## src/hw/rtl/mf3_pkg.sv

```systemverilog
package mf3_pkg;

    localparam int FIELD_W = 16;
    localparam int COORD_W = 10;
    localparam int CFG_W   = 11;
    localparam int IDX_W   = 2;

    localparam int MIN_DIM = 3;
    localparam int MAX_DIM = 1024;

    localparam logic [IDX_W-1:0] IDX_IMAGE_WIDTH  = 2'd0;
    localparam logic [IDX_W-1:0] IDX_IMAGE_HEIGHT = 2'd1;

    // Per-pixel bookkeeping that travels with a sample through the pipeline.
    typedef struct packed {
        logic               emit;
        logic               done;
        logic [COORD_W-1:0] col;
        logic [COORD_W-1:0] row;
    } t_meta;

endpackage

```

## src/hw/rtl/mf3_med.sv

```systemverilog
module mf3_med
    import mf3_pkg::*;
#(
    parameter int DW = 16
) (
    input  logic          i_clk,
    input  logic          i_rst_n,
    input  logic          i_col_valid,
    output logic          o_col_ready,
    input  logic [DW-1:0] i_top,
    input  logic [DW-1:0] i_mid,
    input  logic [DW-1:0] i_bot,
    input  t_meta         i_meta,
    output logic          o_valid,
    input  logic          i_ready,
    output logic [DW-1:0] o_median,
    output t_meta         o_meta
);

    function automatic logic [DW-1:0] max2(input logic [DW-1:0] a, input logic [DW-1:0] b);
        return (a > b) ? a : b;
    endfunction

    function automatic logic [DW-1:0] min2(input logic [DW-1:0] a, input logic [DW-1:0] b);
        return (a > b) ? b : a;
    endfunction

    function automatic logic [DW-1:0] med3(input logic [DW-1:0] a, input logic [DW-1:0] b,
                                           input logic [DW-1:0] c);
        return max2(min2(a, b), min2(max2(a, b), c));
    endfunction

    // Window columns are kept sorted; index 0 is the older column.
    logic [DW-1:0] r_win_lo [2];
    logic [DW-1:0] r_win_md [2];
    logic [DW-1:0] r_win_hi [2];

    logic          r_b_valid;
    logic [DW-1:0] r_b_lo [3];
    logic [DW-1:0] r_b_md [3];
    logic [DW-1:0] r_b_hi [3];
    t_meta         r_b_meta;

    logic          r_c_valid;
    logic [DW-1:0] r_c_lo;
    logic [DW-1:0] r_c_md;
    logic [DW-1:0] r_c_hi;
    t_meta         r_c_meta;

    logic          r_o_valid;
    logic [DW-1:0] r_o_med;
    t_meta         r_o_meta;

    logic [DW-1:0] x0, x1, t;
    logic [DW-1:0] col_lo, col_md, col_hi;
    logic          col_xfer;
    logic          b_go;
    logic          c_go;

    always_comb begin
        x0     = min2(i_top, i_mid);
        x1     = max2(i_top, i_mid);
        col_hi = max2(x1, i_bot);
        t      = min2(x1, i_bot);
        col_lo = min2(x0, t);
        col_md = max2(x0, t);
    end

    assign c_go        = r_c_valid && (!r_o_valid || i_ready);
    assign b_go        = r_b_valid && (!r_c_valid || c_go);
    assign o_col_ready = !r_b_valid || b_go;
    assign col_xfer    = i_col_valid && o_col_ready;

    always_ff @(posedge i_clk) begin
        if (!i_rst_n) begin
            r_b_valid <= 1'b0;
            r_c_valid <= 1'b0;
            r_o_valid <= 1'b0;
        end else begin
            if (o_col_ready) begin
                r_b_valid <= i_col_valid && i_meta.emit;
            end
            if (!r_c_valid || c_go) begin
                r_c_valid <= b_go;
            end
            if (!r_o_valid || i_ready) begin
                r_o_valid <= c_go;
            end
        end
    end

    // Every column shifts through the window, whether or not it yields a result.
    always_ff @(posedge i_clk) begin
        if (col_xfer) begin
            r_win_lo[0] <= r_win_lo[1];
            r_win_md[0] <= r_win_md[1];
            r_win_hi[0] <= r_win_hi[1];
            r_win_lo[1] <= col_lo;
            r_win_md[1] <= col_md;
            r_win_hi[1] <= col_hi;
        end
        if (col_xfer && o_col_ready) begin
            r_b_lo   <= '{r_win_lo[0], r_win_lo[1], col_lo};
            r_b_md   <= '{r_win_md[0], r_win_md[1], col_md};
            r_b_hi   <= '{r_win_hi[0], r_win_hi[1], col_hi};
            r_b_meta <= i_meta;
        end
        if (b_go) begin
            r_c_lo   <= max2(max2(r_b_lo[0], r_b_lo[1]), r_b_lo[2]);
            r_c_md   <= med3(r_b_md[0], r_b_md[1], r_b_md[2]);
            r_c_hi   <= min2(min2(r_b_hi[0], r_b_hi[1]), r_b_hi[2]);
            r_c_meta <= r_b_meta;
        end
        if (c_go) begin
            r_o_med  <= med3(r_c_lo, r_c_md, r_c_hi);
            r_o_meta <= r_c_meta;
        end
    end

    assign o_valid  = r_o_valid;
    assign o_median = r_o_med;
    assign o_meta   = r_o_meta;

    assert property (@(posedge i_clk) disable iff (!i_rst_n)
        r_b_valid |-> ((r_b_lo[2] <= r_b_md[2]) && (r_b_md[2] <= r_b_hi[2])))
        else $error("newest window column is not sorted");

    assert property (@(posedge i_clk) disable iff (!i_rst_n)
        b_go |=> r_c_valid)
        else $error("median stage dropped a window");

    assert property (@(posedge i_clk) disable iff (!i_rst_n)
        (r_o_valid && !i_ready) |=> (r_o_valid && $stable(r_o_med) && $stable(r_o_meta)))
        else $error("stalled result changed before its transfer");

endmodule

```

## config.mk

```make
export PLATFORM = sky130hd
export DESIGN_NAME = mf3_med
export DESIGN_NICKNAME = d
export VERILOG_FILES = /design/src/hw/rtl/mf3_pkg.sv /design/src/hw/rtl/mf3_med.sv
export SDC_FILE = /design/constraint.sdc
export NUM_CORES = 1
export LEC_CHECK = 0
export BUFFER_PORTS_ARGS = -buffer_cell sky130_fd_sc_hd__buf_4
export CAP_MARGIN = 5
export CORE_MARGIN = 1
export CORE_UTILIZATION = 40
export CTS_BUF_LIST = sky130_fd_sc_hd__clkbuf_8
export DETAILED_ROUTE_END_ITERATION = 6
export GPL_ROUTABILITY_DRIVEN = 0
export PLACE_DENSITY = 0.64
export SETUP_SLACK_MARGIN = 0.4
export SLEW_MARGIN = 25
export SYNTH_ARGS = -nofsm -noshare
export SYNTH_HDL_FRONTEND = slang
export SYNTH_SLANG_ARGS = --single-unit
export TNS_END_PERCENT = 1
```

## constraint.sdc

```tcl
create_clock -name i_clk -period 13.35 [get_ports i_clk]
set_input_delay 0.6675 -clock i_clk [delete_from_list [all_inputs] [get_ports i_clk]]
set_output_delay 0.6675 -clock i_clk [all_outputs]
set_load 0.005 [all_outputs]
```

# [Word-level counts from Yosys, hierarchy flattened]
# Memories as Yosys holds them, arrays and structs flattened. A register that Yosys moved wholly into a read port is not among the register bits.
# Cells that the tools add are included.
[classes] order_cmp=13 muxes=20 reduce_logical=11
[ops] operator="2-to-1 mux 16 bit" n=18
[ops] operator="greater-than comparator 16 bit" n=13
[ops] operator="logical AND 1 bit" n=5
[ops] operator="zero test 1 bit" n=3
[ops] operator="logical OR 1 bit" n=3
[ops] operator="2-to-1 mux 1 bit" n=2
[totals] ff_bits=229 ramBits=96 input_bits=74 word_cells=72 memories=3
[memory_table] memory="r_win_hi" depth=2 width=16 rd=2 rd_ports_with_merged_regs=1 wr=2 line_no="mf3_med.sv:36" rtl="logic [DW-1:0] r_win_hi [2];"
[memory_table] memory="r_win_lo" depth=2 width=16 rd=2 rd_ports_with_merged_regs=1 wr=2 line_no="mf3_med.sv:34" rtl="logic [DW-1:0] r_win_lo [2];"
[memory_table] memory="r_win_md" depth=2 width=16 rd=2 rd_ports_with_merged_regs=1 wr=2 line_no="mf3_med.sv:35" rtl="logic [DW-1:0] r_win_md [2];"

# [Longest topological paths before layout]
# Gate-level depths: netlist of the first run.
[logic_depth] ltp_word=9 mapped_depth=32 depth_no_buf=26

# [Worst setup path before layout of the first run]
# Ideal clock, no wire load.
[synth_path] path_type="input -> register" from="input i_ready" to="register r_c_hi[0], enable pin" setup_time_ns=0.605 arrival_time_ns=5.844 required_time_ns=12.745 slack_ns=6.901 stages=2 path_cell_list="nor2b_1 > a21boi_0"
[synth_via] elab_chain_cells=4
[synth_lines] element="start: declaration" line_no="mf3_med.sv:15" rtl="input logic i_ready,"
[synth_lines] element="logical OR 1 bit" line_no="mf3_med.sv:69" rtl="assign c_go = r_c_valid && (!r_o_valid || i_ready);"
[synth_lines] element="logical AND 1 bit" line_no="mf3_med.sv:69"
[synth_lines] element="logical OR 1 bit" line_no="mf3_med.sv:70" rtl="assign b_go = r_b_valid && (!r_c_valid || c_go);"
[synth_lines] element="logical AND 1 bit" line_no="mf3_med.sv:70"
[synth_lines] element="via b_go" line_no="mf3_med.sv:57" rtl="logic b_go;"
[synth_lines] element="end signal: assignment" line_no="mf3_med.sv:111" rtl="r_c_hi <= min2(min2(r_b_hi[0], r_b_hi[1]), r_b_hi[2]);"
[synth_lines] element="end: declaration" line_no="mf3_med.sv:47" rtl="logic [DW-1:0] r_c_hi;"
# The timed path passes the listed nets, and every way through them passes these cells.
# A chain may end at the register's enable or synchronous reset.

==> summary by stage, run 1 <==
Logic synthesis
The fraction of the yosys area taken by sequential cells is between 40% and 50%. Summing the areas of all compound-gate instances in the mapped netlist gives between 10% and 20% of the synthesized area. The number of nets handed over by synthesis was 1801. The synthesized flop and latch total is approximately 280. Ranked by total cell area, the synthesized netlist is headed by sky130_fd_sc_hd__edfxtp_1 (48%), sky130_fd_sc_hd__ha_1 (15%), sky130_fd_sc_hd__inv_1 (4.6%).

The most common flop cell mapped by yosys is sky130_fd_sc_hd__edfxtp_1. The total of warnings raised by yosys is 0. The synthesized instance count is 1519. Of all flip-flops after synthesis, the portion carrying an async set or reset was 0%. The area share of the largest cell type after synthesis is 47.5%. The combinational family with the most area after synthesis is adder cells.

The number of different library cells used by synthesis comes to 63. The per-instance average area after synthesis is 11.4 µm². The synthesized design contains 274 enable-type register cells. The cell type contributing the most total cell area after synthesis is sky130_fd_sc_hd__edfxtp_1.

The portion of synthesized area spent on multiplexers is under 10%. After Yosys synthesis, and, or, nand and nor cells account for 8.16% of the synthesized area. The synthesized netlist devotes 15.0% of its cell area to adder and majority cells.

The synthesized netlist occupies a cell area of approximately 17000 µm². The synthesized netlist devotes 0% of its cell area to XOR and XNOR gates.

Floorplan
Pin placement for this block handled approximately 110 I/O pins. Row generation in the floorplan step produced 75 rows. The core outline area is 42300 µm². The die is 210 µm tall. The die boundary width is 210 µm. The area of the die is 44100 µm². For this configuration, the core starts out at a cell density of 40.9%.

Worst setup path
On the critical path the largest part of the delay comes from compound AO/OA/AOI/OAI gates. On the critical path, the stage with the largest delay is an instance of sky130_fd_sc_hd__a21oi_2. The critical path goes through inv_1, ha_1, nand4_1, a21oi_1, a211oi_1, a21oi_4, buf_4, o21ai_0, ha_1, and3_1, nand4_1, or4_1, inv_1, a21o_1, buf_4, mux2i_1, ha_1, a21o_1, a221o_1, a221oi_2, a21oi_4, a21oi_2, o221a_2.

The critical path required time is 13.80 ns. Counting both buffers and inverters, the worst setup path holds a total of 4. The setup path with the least slack is of type flip-flop to flip-flop. The top fanout value on the critical path is 33.

The cell type with the highest occurrence count on the critical path is sky130_fd_sc_hd__ha_1. STA puts the critical path data arrival time at 7.85 ns. The kind of start point of the critical path is a flip-flop. The worst setup path is captured at a flip-flop.

The worst stage delay on the critical path is 0.82 ns.

GRT
The number of antenna violations at the first check in global routing is 1. The largest net degree at the start of global routing is 167. The combined global-route utilization of all metal layers is 18.9%. The aggregate global routing overflow is 0. The first global-routing pass estimated 64900 µm of wire.

The number of global-route vias before repair is 11.9k.

CTS
Once the clock tree was built, the setup fixing pass inserted 0 buffers. The later-pin clock latency in the skew report is 0.62 ns. After clock tree synthesis, the clock-pin slew on the worst setup and hold paths is 0.07 ns. The buffer depth of the longest clock path is 3.

The number of clock buffers added by TritonCTS is 46. The tree is rooted in a sky130_fd_sc_hd__clkbuf_8. In this run the number of H-tree levels came out at 2. Post-CTS repair changed the size of 0 cells.

The count of hold-fix buffers inserted at cts is 0. TritonCTS built the clock tree. Clock tree synthesis found a total of about 280 sinks.

Layout
The number of nets in the layout is 1923. The top cell types in the final layout, fill and taps aside, are sky130_fd_sc_hd__edfxtp_1 (274), sky130_fd_sc_hd__inv_1 (223), sky130_fd_sc_hd__ha_1 (208). The signed area change from the synthesized netlist to the final layout is 14.2%. The leading cell type in the layout, fill and taps excluded is sky130_fd_sc_hd__edfxtp_1. The ratio of cells with drive above 1 in the final layout is 19.5%. The antenna diode count is 0. The final standard cell count with taps included and fillers excluded is 2252.

STA
For this run, the top clock speed supported by timing is 0.135 GHz. The actual transition at the worst max-transition pin is 1.06 ns. Setup violations remaining at the end of the flow were counted as 0. The final setup TNS is 0 ns.

The final max-slew violation count came to 0. In the finished design, the share of the clock period the worst path needs comes to a little under three fifths. Setup repair after global routing left no endpoint under its margin. The number of failing hold endpoints at the final stage is 0. Counting I/O delays and the setup requirement, the final critical path takes 7.40 ns. The setup skew after layout is approximately 0.032 ns. In this run the tightest slew margin relative to its limit is 29.4%.

Power
The leakage power total is 0.00854 µW. The worst-case vdd ir drop is 0.101 mV. For this design the ratio of total power to cell area is 179 nW/µm².

Min path
The kind of path behind the tightest hold check is input pin to flip-flop.

Routing
The detailed-route wire length per cell is 18.4 µm. The detailed-route via count is 12.1k. After the first detailed-routing iteration, the DRC count stood at 883.

The number of detailed-route iterations in the first pass is 7. In the routed layout, each cell is associated on average with a via count of between 5 and 6. The aggregate routed wire length is just over 40000 µm. The post-route antenna net violation count is 0.

For this run, design rule violations remaining after detail routing come to 0.

Placement
Summed over all nets, the half-perimeter wirelength after detailed placement is 30700 µm. The cell count after placement is ~2.2k. The number of buffers added on ports is ~110.

Status
The run finished with clean final reports.

Flow run
The tool flagged a number of max-cap violations equal to 0.
-- routing by layer --
metal / GRT usage [%] / share of wire (%) / routed length (µm)
met2: 30.3 / 45 / 18700
met5: 0 / 0 / 0
met4: 6.37 / 2.7 / 1130
met3: 2.92 / 5.3 / 2210
met1: 26.0 / 47 / 19500
-- final timing paths --
path             endpoint       startpoint  slack, ns  cells after the start
min reg2reg     o_meta[0]      r_c_meta[0]       0.41                      0
max            r_c_md[14]  r_win_md[0][13]       5.95                     23
max reg2reg    r_c_md[14]  r_win_md[0][13]       5.95                     23
min          r_b_meta[18]       i_meta[18]       0.23                      1
-- state kept, by name, indices dropped and copies added (netlist names) --
signal     count
o_median      16
r_b_valid      1
r_c_hi        16
r_b_lo        17
r_c_lo        16
r_win_lo      31
r_b_hi        46
r_c_md        16
o_valid        1
r_b_md        39
r_win_md       9
r_win_hi       2
r_c_valid      1
r_b_meta      22
r_c_meta      22
o_meta        22
-- cell type report --
cell class | count | area (µm²)
fillers | 3850 | 22500
flip-flops and latches | 277 | 8290
well taps | 577 | 722
inverters | 213 | 800
clock inverters | 35 | 340
clock buffers | 47 | 647
multi-input cells | 980 | 8000
repair buffers | 123 | 976
-- power by group --
part	switching, µW	total (µW)	internal (µW)
Sequential	91.0	1240	1140
Combinational	872	1490	622
Clock	353	819	466
-- worst reg2reg max path, cell delays in order (launching register included) --
cell and delay, ns:
sky130_fd_sc_hd__edfxtp_1 0.40, sky130_fd_sc_hd__inv_1 0.08, sky130_fd_sc_hd__ha_1 0.30, sky130_fd_sc_hd__nand4_1 0.21, sky130_fd_sc_hd__a21oi_1 0.25, sky130_fd_sc_hd__a211oi_1 0.13
sky130_fd_sc_hd__a21oi_4 0.65, sky130_fd_sc_hd__buf_4 0.40, sky130_fd_sc_hd__o21ai_0 0.17, sky130_fd_sc_hd__ha_1 0.33, sky130_fd_sc_hd__and3_1 0.22, sky130_fd_sc_hd__nand4_1 0.12
sky130_fd_sc_hd__or4_1 0.51, sky130_fd_sc_hd__inv_1 0.08, sky130_fd_sc_hd__a21o_1 0.08, sky130_fd_sc_hd__buf_4 0.39, sky130_fd_sc_hd__mux2i_1 0.26, sky130_fd_sc_hd__ha_1 0.27
sky130_fd_sc_hd__a21o_1 0.17, sky130_fd_sc_hd__a221o_1 0.39, sky130_fd_sc_hd__a221oi_2 0.37, sky130_fd_sc_hd__a21oi_4 0.24, sky130_fd_sc_hd__a21oi_2 0.82, sky130_fd_sc_hd__o221a_2 0.41
-- synthesized netlist by cell type (2+ instances only) --
cell type / number
sky130_fd_sc_hd__ha_1: 208
sky130_fd_sc_hd__a21oi_1: 75
sky130_fd_sc_hd__and3_1: 4
sky130_fd_sc_hd__o21a_1: 6
sky130_fd_sc_hd__a21oi_2: 3
sky130_fd_sc_hd__nand4_1: 32
sky130_fd_sc_hd__and4_1: 4
sky130_fd_sc_hd__nand2b_1: 5
sky130_fd_sc_hd__a222oi_1: 16
sky130_fd_sc_hd__a31oi_1: 2
sky130_fd_sc_hd__nor4_1: 2
sky130_fd_sc_hd__nor3_1: 6
sky130_fd_sc_hd__o21ai_2: 4
sky130_fd_sc_hd__a221oi_1: 15
sky130_fd_sc_hd__buf_2: 19
sky130_fd_sc_hd__nor2_1: 56
sky130_fd_sc_hd__dfxtp_1: 3
sky130_fd_sc_hd__nand2_1: 132
sky130_fd_sc_hd__a21o_1: 26
sky130_fd_sc_hd__mux2i_4: 3
sky130_fd_sc_hd__clkbuf_1: 15
sky130_fd_sc_hd__o21ai_0: 118
sky130_fd_sc_hd__nor2b_1: 17
sky130_fd_sc_hd__buf_6: 7
sky130_fd_sc_hd__a221oi_2: 22
sky130_fd_sc_hd__and2_1: 2
sky130_fd_sc_hd__buf_4: 7
sky130_fd_sc_hd__o211ai_1: 5
sky130_fd_sc_hd__o31a_1: 4
sky130_fd_sc_hd__or3_1: 17
sky130_fd_sc_hd__mux2_2: 56
sky130_fd_sc_hd__inv_1: 213
sky130_fd_sc_hd__a21boi_0: 4
sky130_fd_sc_hd__nand3_1: 14
sky130_fd_sc_hd__mux2_4: 18
sky130_fd_sc_hd__edfxtp_1: 274
sky130_fd_sc_hd__o221a_2: 16
sky130_fd_sc_hd__mux2i_1: 55
sky130_fd_sc_hd__a211oi_1: 9
sky130_fd_sc_hd__or4_1: 2
-- logic make-up after synthesis --
logic type,count (synthesis)
compound gates,340
simple gates,299
flops,277
buf+inv,262
fa+ha+maj,208
mux,133
-- metrics by stage --
step | area, µm² | power (µW) | utilization [%] | hold slack, ns | setup slack [ns]
6_report | 19800 | 3550 | 46.7 | 0.232 | 5.95
5_1_grt | 19800 | 3770 | 46.7 | 0.188 | 5.40
4_1_cts | 19700 | 3550 | 46.5 | 0.185 | 5.81
3_5_place_dp | 18700 | 2720 | 44.2 | 0.405 | 5.30
3_3_place_gp | 18700 | 2690 | 44.2 | 0.400 | 5.62
2_1_floorplan | 17300 | 2320 | - | 0.400 | 6.90
(Power assumes the default switching activity.)
==> inputs of run 2 (changes only) <==
==> constraint.sdc (replaced) <==
create_clock -name i_clk -period 7.5 [get_ports i_clk]
set_input_delay 0.375 -clock i_clk [delete_from_list [all_inputs] [get_ports i_clk]]
set_output_delay 0.375 -clock i_clk [all_outputs]
set_load 0.005 [all_outputs]
==> summary by stage, run 2 (synthesis results as in run 1) <==
Worst setup path
The top fanout value on the critical path is 51 (+55%). The endpoint arrival time on the critical path was 6.83 ns (-1.02 ns). The worst reg2reg path depth is 27 (+17%). The capture point of the worst reg-to-reg path is o_median[14].

The worst setup path is captured at a flip-flop. The worst reg-to-reg setup slack came to 0.93 ns (-5.03 ns). The reg-to-reg critical path startpoint is r_c_md[1]. The critical path is of the input pin to flip-flop type. The worst setup path is launched from an input pin.

The critical path required time was 7.76 ns (-6.04 ns).

Power
The part of the total power dissipated in sequential elements is 34.6% (-0.2 points). The power per cell area is 316 nW/µm² (+76%). The leakage power total is 0.00867 µW (+1.6%). The share of total power consumed by net switching is 36.8% (-0.29 points). The worst-case vdd ir drop came to 0.133 mV (+32%). The combinational share of power is 42.9% (+0.8 points). The internal power component is 4010 µW (+80%). The relative contribution of the clock network to total power was 22.5% (-0.6 points). The net switching power of the design is 2340 µW (+78%).

STA
The maximum frequency from static timing analysis is 0.152 GHz. The actual transition at the worst max-transition pin is 0.965 ns (-0.0947 ns). The final max-slew violation count is 0 (unchanged). The worst hold margin is 0.0915 ns (-0.141 ns). After layout, the worst path uses roughly 88% of the clock period. The final setup TNS is 0 ns (unchanged). Setup repair after global routing could not meet its margin everywhere. The final-report setup violation count came to 0 (unchanged). The number of failing hold endpoints at the final stage is 0 (unchanged). The setup skew after layout is 0.0244 ns (-0.00728 ns). The worst path needs 6.57 ns of the cycle, external delays included. The relative max-transition margin is 35.7% (+6.3 points).

Floorplan
The core outline area is 42300 µm² (unchanged). The area of the die was 44100 µm² (unchanged). The die boundary width is 210 µm (unchanged). The die boundary height came to 210 µm (unchanged). The number of placement rows was 75 (unchanged). The effective utilization at floorplan is 40.9% (unchanged).

The number of primary I/O pins is 114 (unchanged).

Routing
The number of detailed-route iterations in the first pass was 7 (unchanged). The starting DRC count in detailed routing came to 1139 (+29%). The detailed-route wire length per cell came to 18.1 µm (-1.9%). The detailed-route via count is 12.2k (+1.3%). The aggregate routed wire length came to 41400 µm (-0.19%). The post-detailed-route via-to-cell ratio is 5.34 (-0.43%). The number of design rule violations left after detail routing came to 0 (unchanged). The post-route antenna net violation count is 0 (unchanged).

Layout
In the layout the commonest cells are sky130_fd_sc_hd__edfxtp_1 (274), sky130_fd_sc_hd__inv_1 (224), sky130_fd_sc_hd__ha_1 (208). The antenna diode count is 0 (unchanged). The largest registers in the layout are r_b_hi (46), r_b_md (39), r_win_lo (31). The flip-flop count of the largest register after layout is 46 (unchanged).

The number of nets in the layout is 1960 (+1.9%). r_b_hi holds more flip-flops than any other register. The ratio of cells with drive above 1 in the final layout came to 19.6% (+0.13 points).

The final core utilization is 47.5% (+0.73 points). Leaving out fill and tap cells, the most frequent cell in the layout is sky130_fd_sc_hd__edfxtp_1. From synthesis to final layout, the design area changed by 16.0%.

CTS
The later-pin clock latency in the skew report is 0.58 ns (-0.04 ns). The clock transition at the registers of the reported paths was 0.06 ns (about the same). The number of buffers added by the clock tree synthesis step was 48 (+4.3%). The root buffer cell is sky130_fd_sc_hd__clkbuf_8. The CTS sink count came to 277 (unchanged).

The clock tree from TritonCTS is done. The buffer depth of the longest clock path is 3 (unchanged). The maximum level of the CTS H-tree was 2 (unchanged).

GRT
The largest net degree at the start of global routing is 167 (unchanged). The number of global-route vias before repair was 12.0k (+0.32%). The combined global-route utilization of all metal layers was 18.8% (-0.12 points). The global-route wire length before repair is 65100 µm (+0.43%). The aggregate global routing overflow came to 0 (unchanged). The number of antenna violations at the first check in global routing is 0 (-1).

Placement
The number of buffers added on ports came to 113 (unchanged). The half-perimeter wire length of the detailed placement result is 30800 µm (+0.11%).

Status
The flow ran to the end, and the final reports show no timing, DRC or antenna violations.

Min path
The number of cells on the worst hold path came to 3 (+2). The capture endpoint of the worst hold path is r_b_valid. The startpoint of the lowest-slack hold path is i_col_valid. The kind of path behind the tightest hold check is input pin to flip-flop.

Flow run
The max-cap violation count was 0 (unchanged).
==> run 2: cell count changes in the layout (fill, tap and decap cells not counted), sizes merged <==
cell,before,now
dlygate4sd3,0,23
buf,123,135
clkinv,15,18
clkinvlp,1,4
bufinv,7,6
clkbuf,47,48
inv,225,224
==> run 2: worst max path at each step <==
stage          startpoint               to  depth (start not counted)
4_1_cts         r_c_md[1]      o_median[0]                         27
2_1_floorplan     o_valid        r_c_hi[0]                          2
6_report        i_mid[14]  r_win_lo[1][15]                         25
3_3_place_gp    i_mid[14]  r_win_lo[1][15]                         25
5_1_grt         r_c_md[1]      o_median[0]                         27
3_5_place_dp    i_mid[14]  r_win_lo[1][15]                         25
==> run 2: area by class of cell <==
type                            instances  area [µm²]
Clock inverter                         39         337
Clock buffer                           48         661
Timing Repair Buffer                  158        1280
Fill cell                            3765       22200
Inverter                              213         800
Tap cell                              577         722
Sequential cell                       277        8290
Multi-Input combinational cell        980        8000
==> run 2: critical path, stage by stage <==
cell and delay (ns):
sky130_fd_sc_hd__buf_4 0.10, sky130_fd_sc_hd__inv_1 0.08, sky130_fd_sc_hd__ha_1 0.32, sky130_fd_sc_hd__nand4_1 0.19
sky130_fd_sc_hd__nor4_2 0.37, sky130_fd_sc_hd__a21oi_1 0.12, sky130_fd_sc_hd__a22oi_2 0.21, sky130_fd_sc_hd__buf_12 0.28
sky130_fd_sc_hd__mux2i_1 0.37, sky130_fd_sc_hd__inv_1 0.09, sky130_fd_sc_hd__ha_1 0.31, sky130_fd_sc_hd__nand4_1 0.15
sky130_fd_sc_hd__nor3_1 0.40, sky130_fd_sc_hd__nand2_1 0.13, sky130_fd_sc_hd__o31a_1 0.16, sky130_fd_sc_hd__nor2_4 0.53
sky130_fd_sc_hd__o21ai_0 0.18, sky130_fd_sc_hd__ha_1 0.35, sky130_fd_sc_hd__nand4_1 0.15, sky130_fd_sc_hd__nor4_1 0.38
sky130_fd_sc_hd__nand2_1 0.12, sky130_fd_sc_hd__a31oi_1 0.33, sky130_fd_sc_hd__nand2_1 0.16, sky130_fd_sc_hd__o21ai_2 0.77
sky130_fd_sc_hd__a221oi_1 0.21
==> run 2: stage by stage <==
stage               instances  total power, µW  worst slack, ns  area [µm²]
floorplan                1519             4140             1.32       17300
global placement         2181             4870            0.575       18800
detailed placement       2181             4900            0.367       18800
CTS                      2291             6370            0.869       20000
global route             2292             6760            0.373       20100
finish                   2292             6350            0.928       20100
==> run 2: power by group through the flow <==
stage	Combinational, µW	Clock (µW)	Sequential [µW]
4_1_cts	2690	1470	2200
6_report	2720	1430	2200
3_3_place_gp	2650	0	2220
2_1_floorplan	1990	0	2150
3_5_place_dp	2670	0	2230
5_1_grt	3000	1540	2220
==> run 2: routing by layer <==
metal | track usage, % | vias up | share of wire (%)
met2 | 29.3 | 416 | 44
met1 | 26.6 | 5783 | 48
li1 | - | 5964 | -
met4 | 6.92 | 0 | 3.2
met5 | 0 | - | 0
met3 | 2.59 | 71 | 5.4
==> run 2: timing repair <==
action	CTS	global route
gates resized for setup	0	2
endpoints found under the hold margin	23	0
hold buffers	23	0
buffers inserted	0	0
endpoints found under the setup margin	0	9
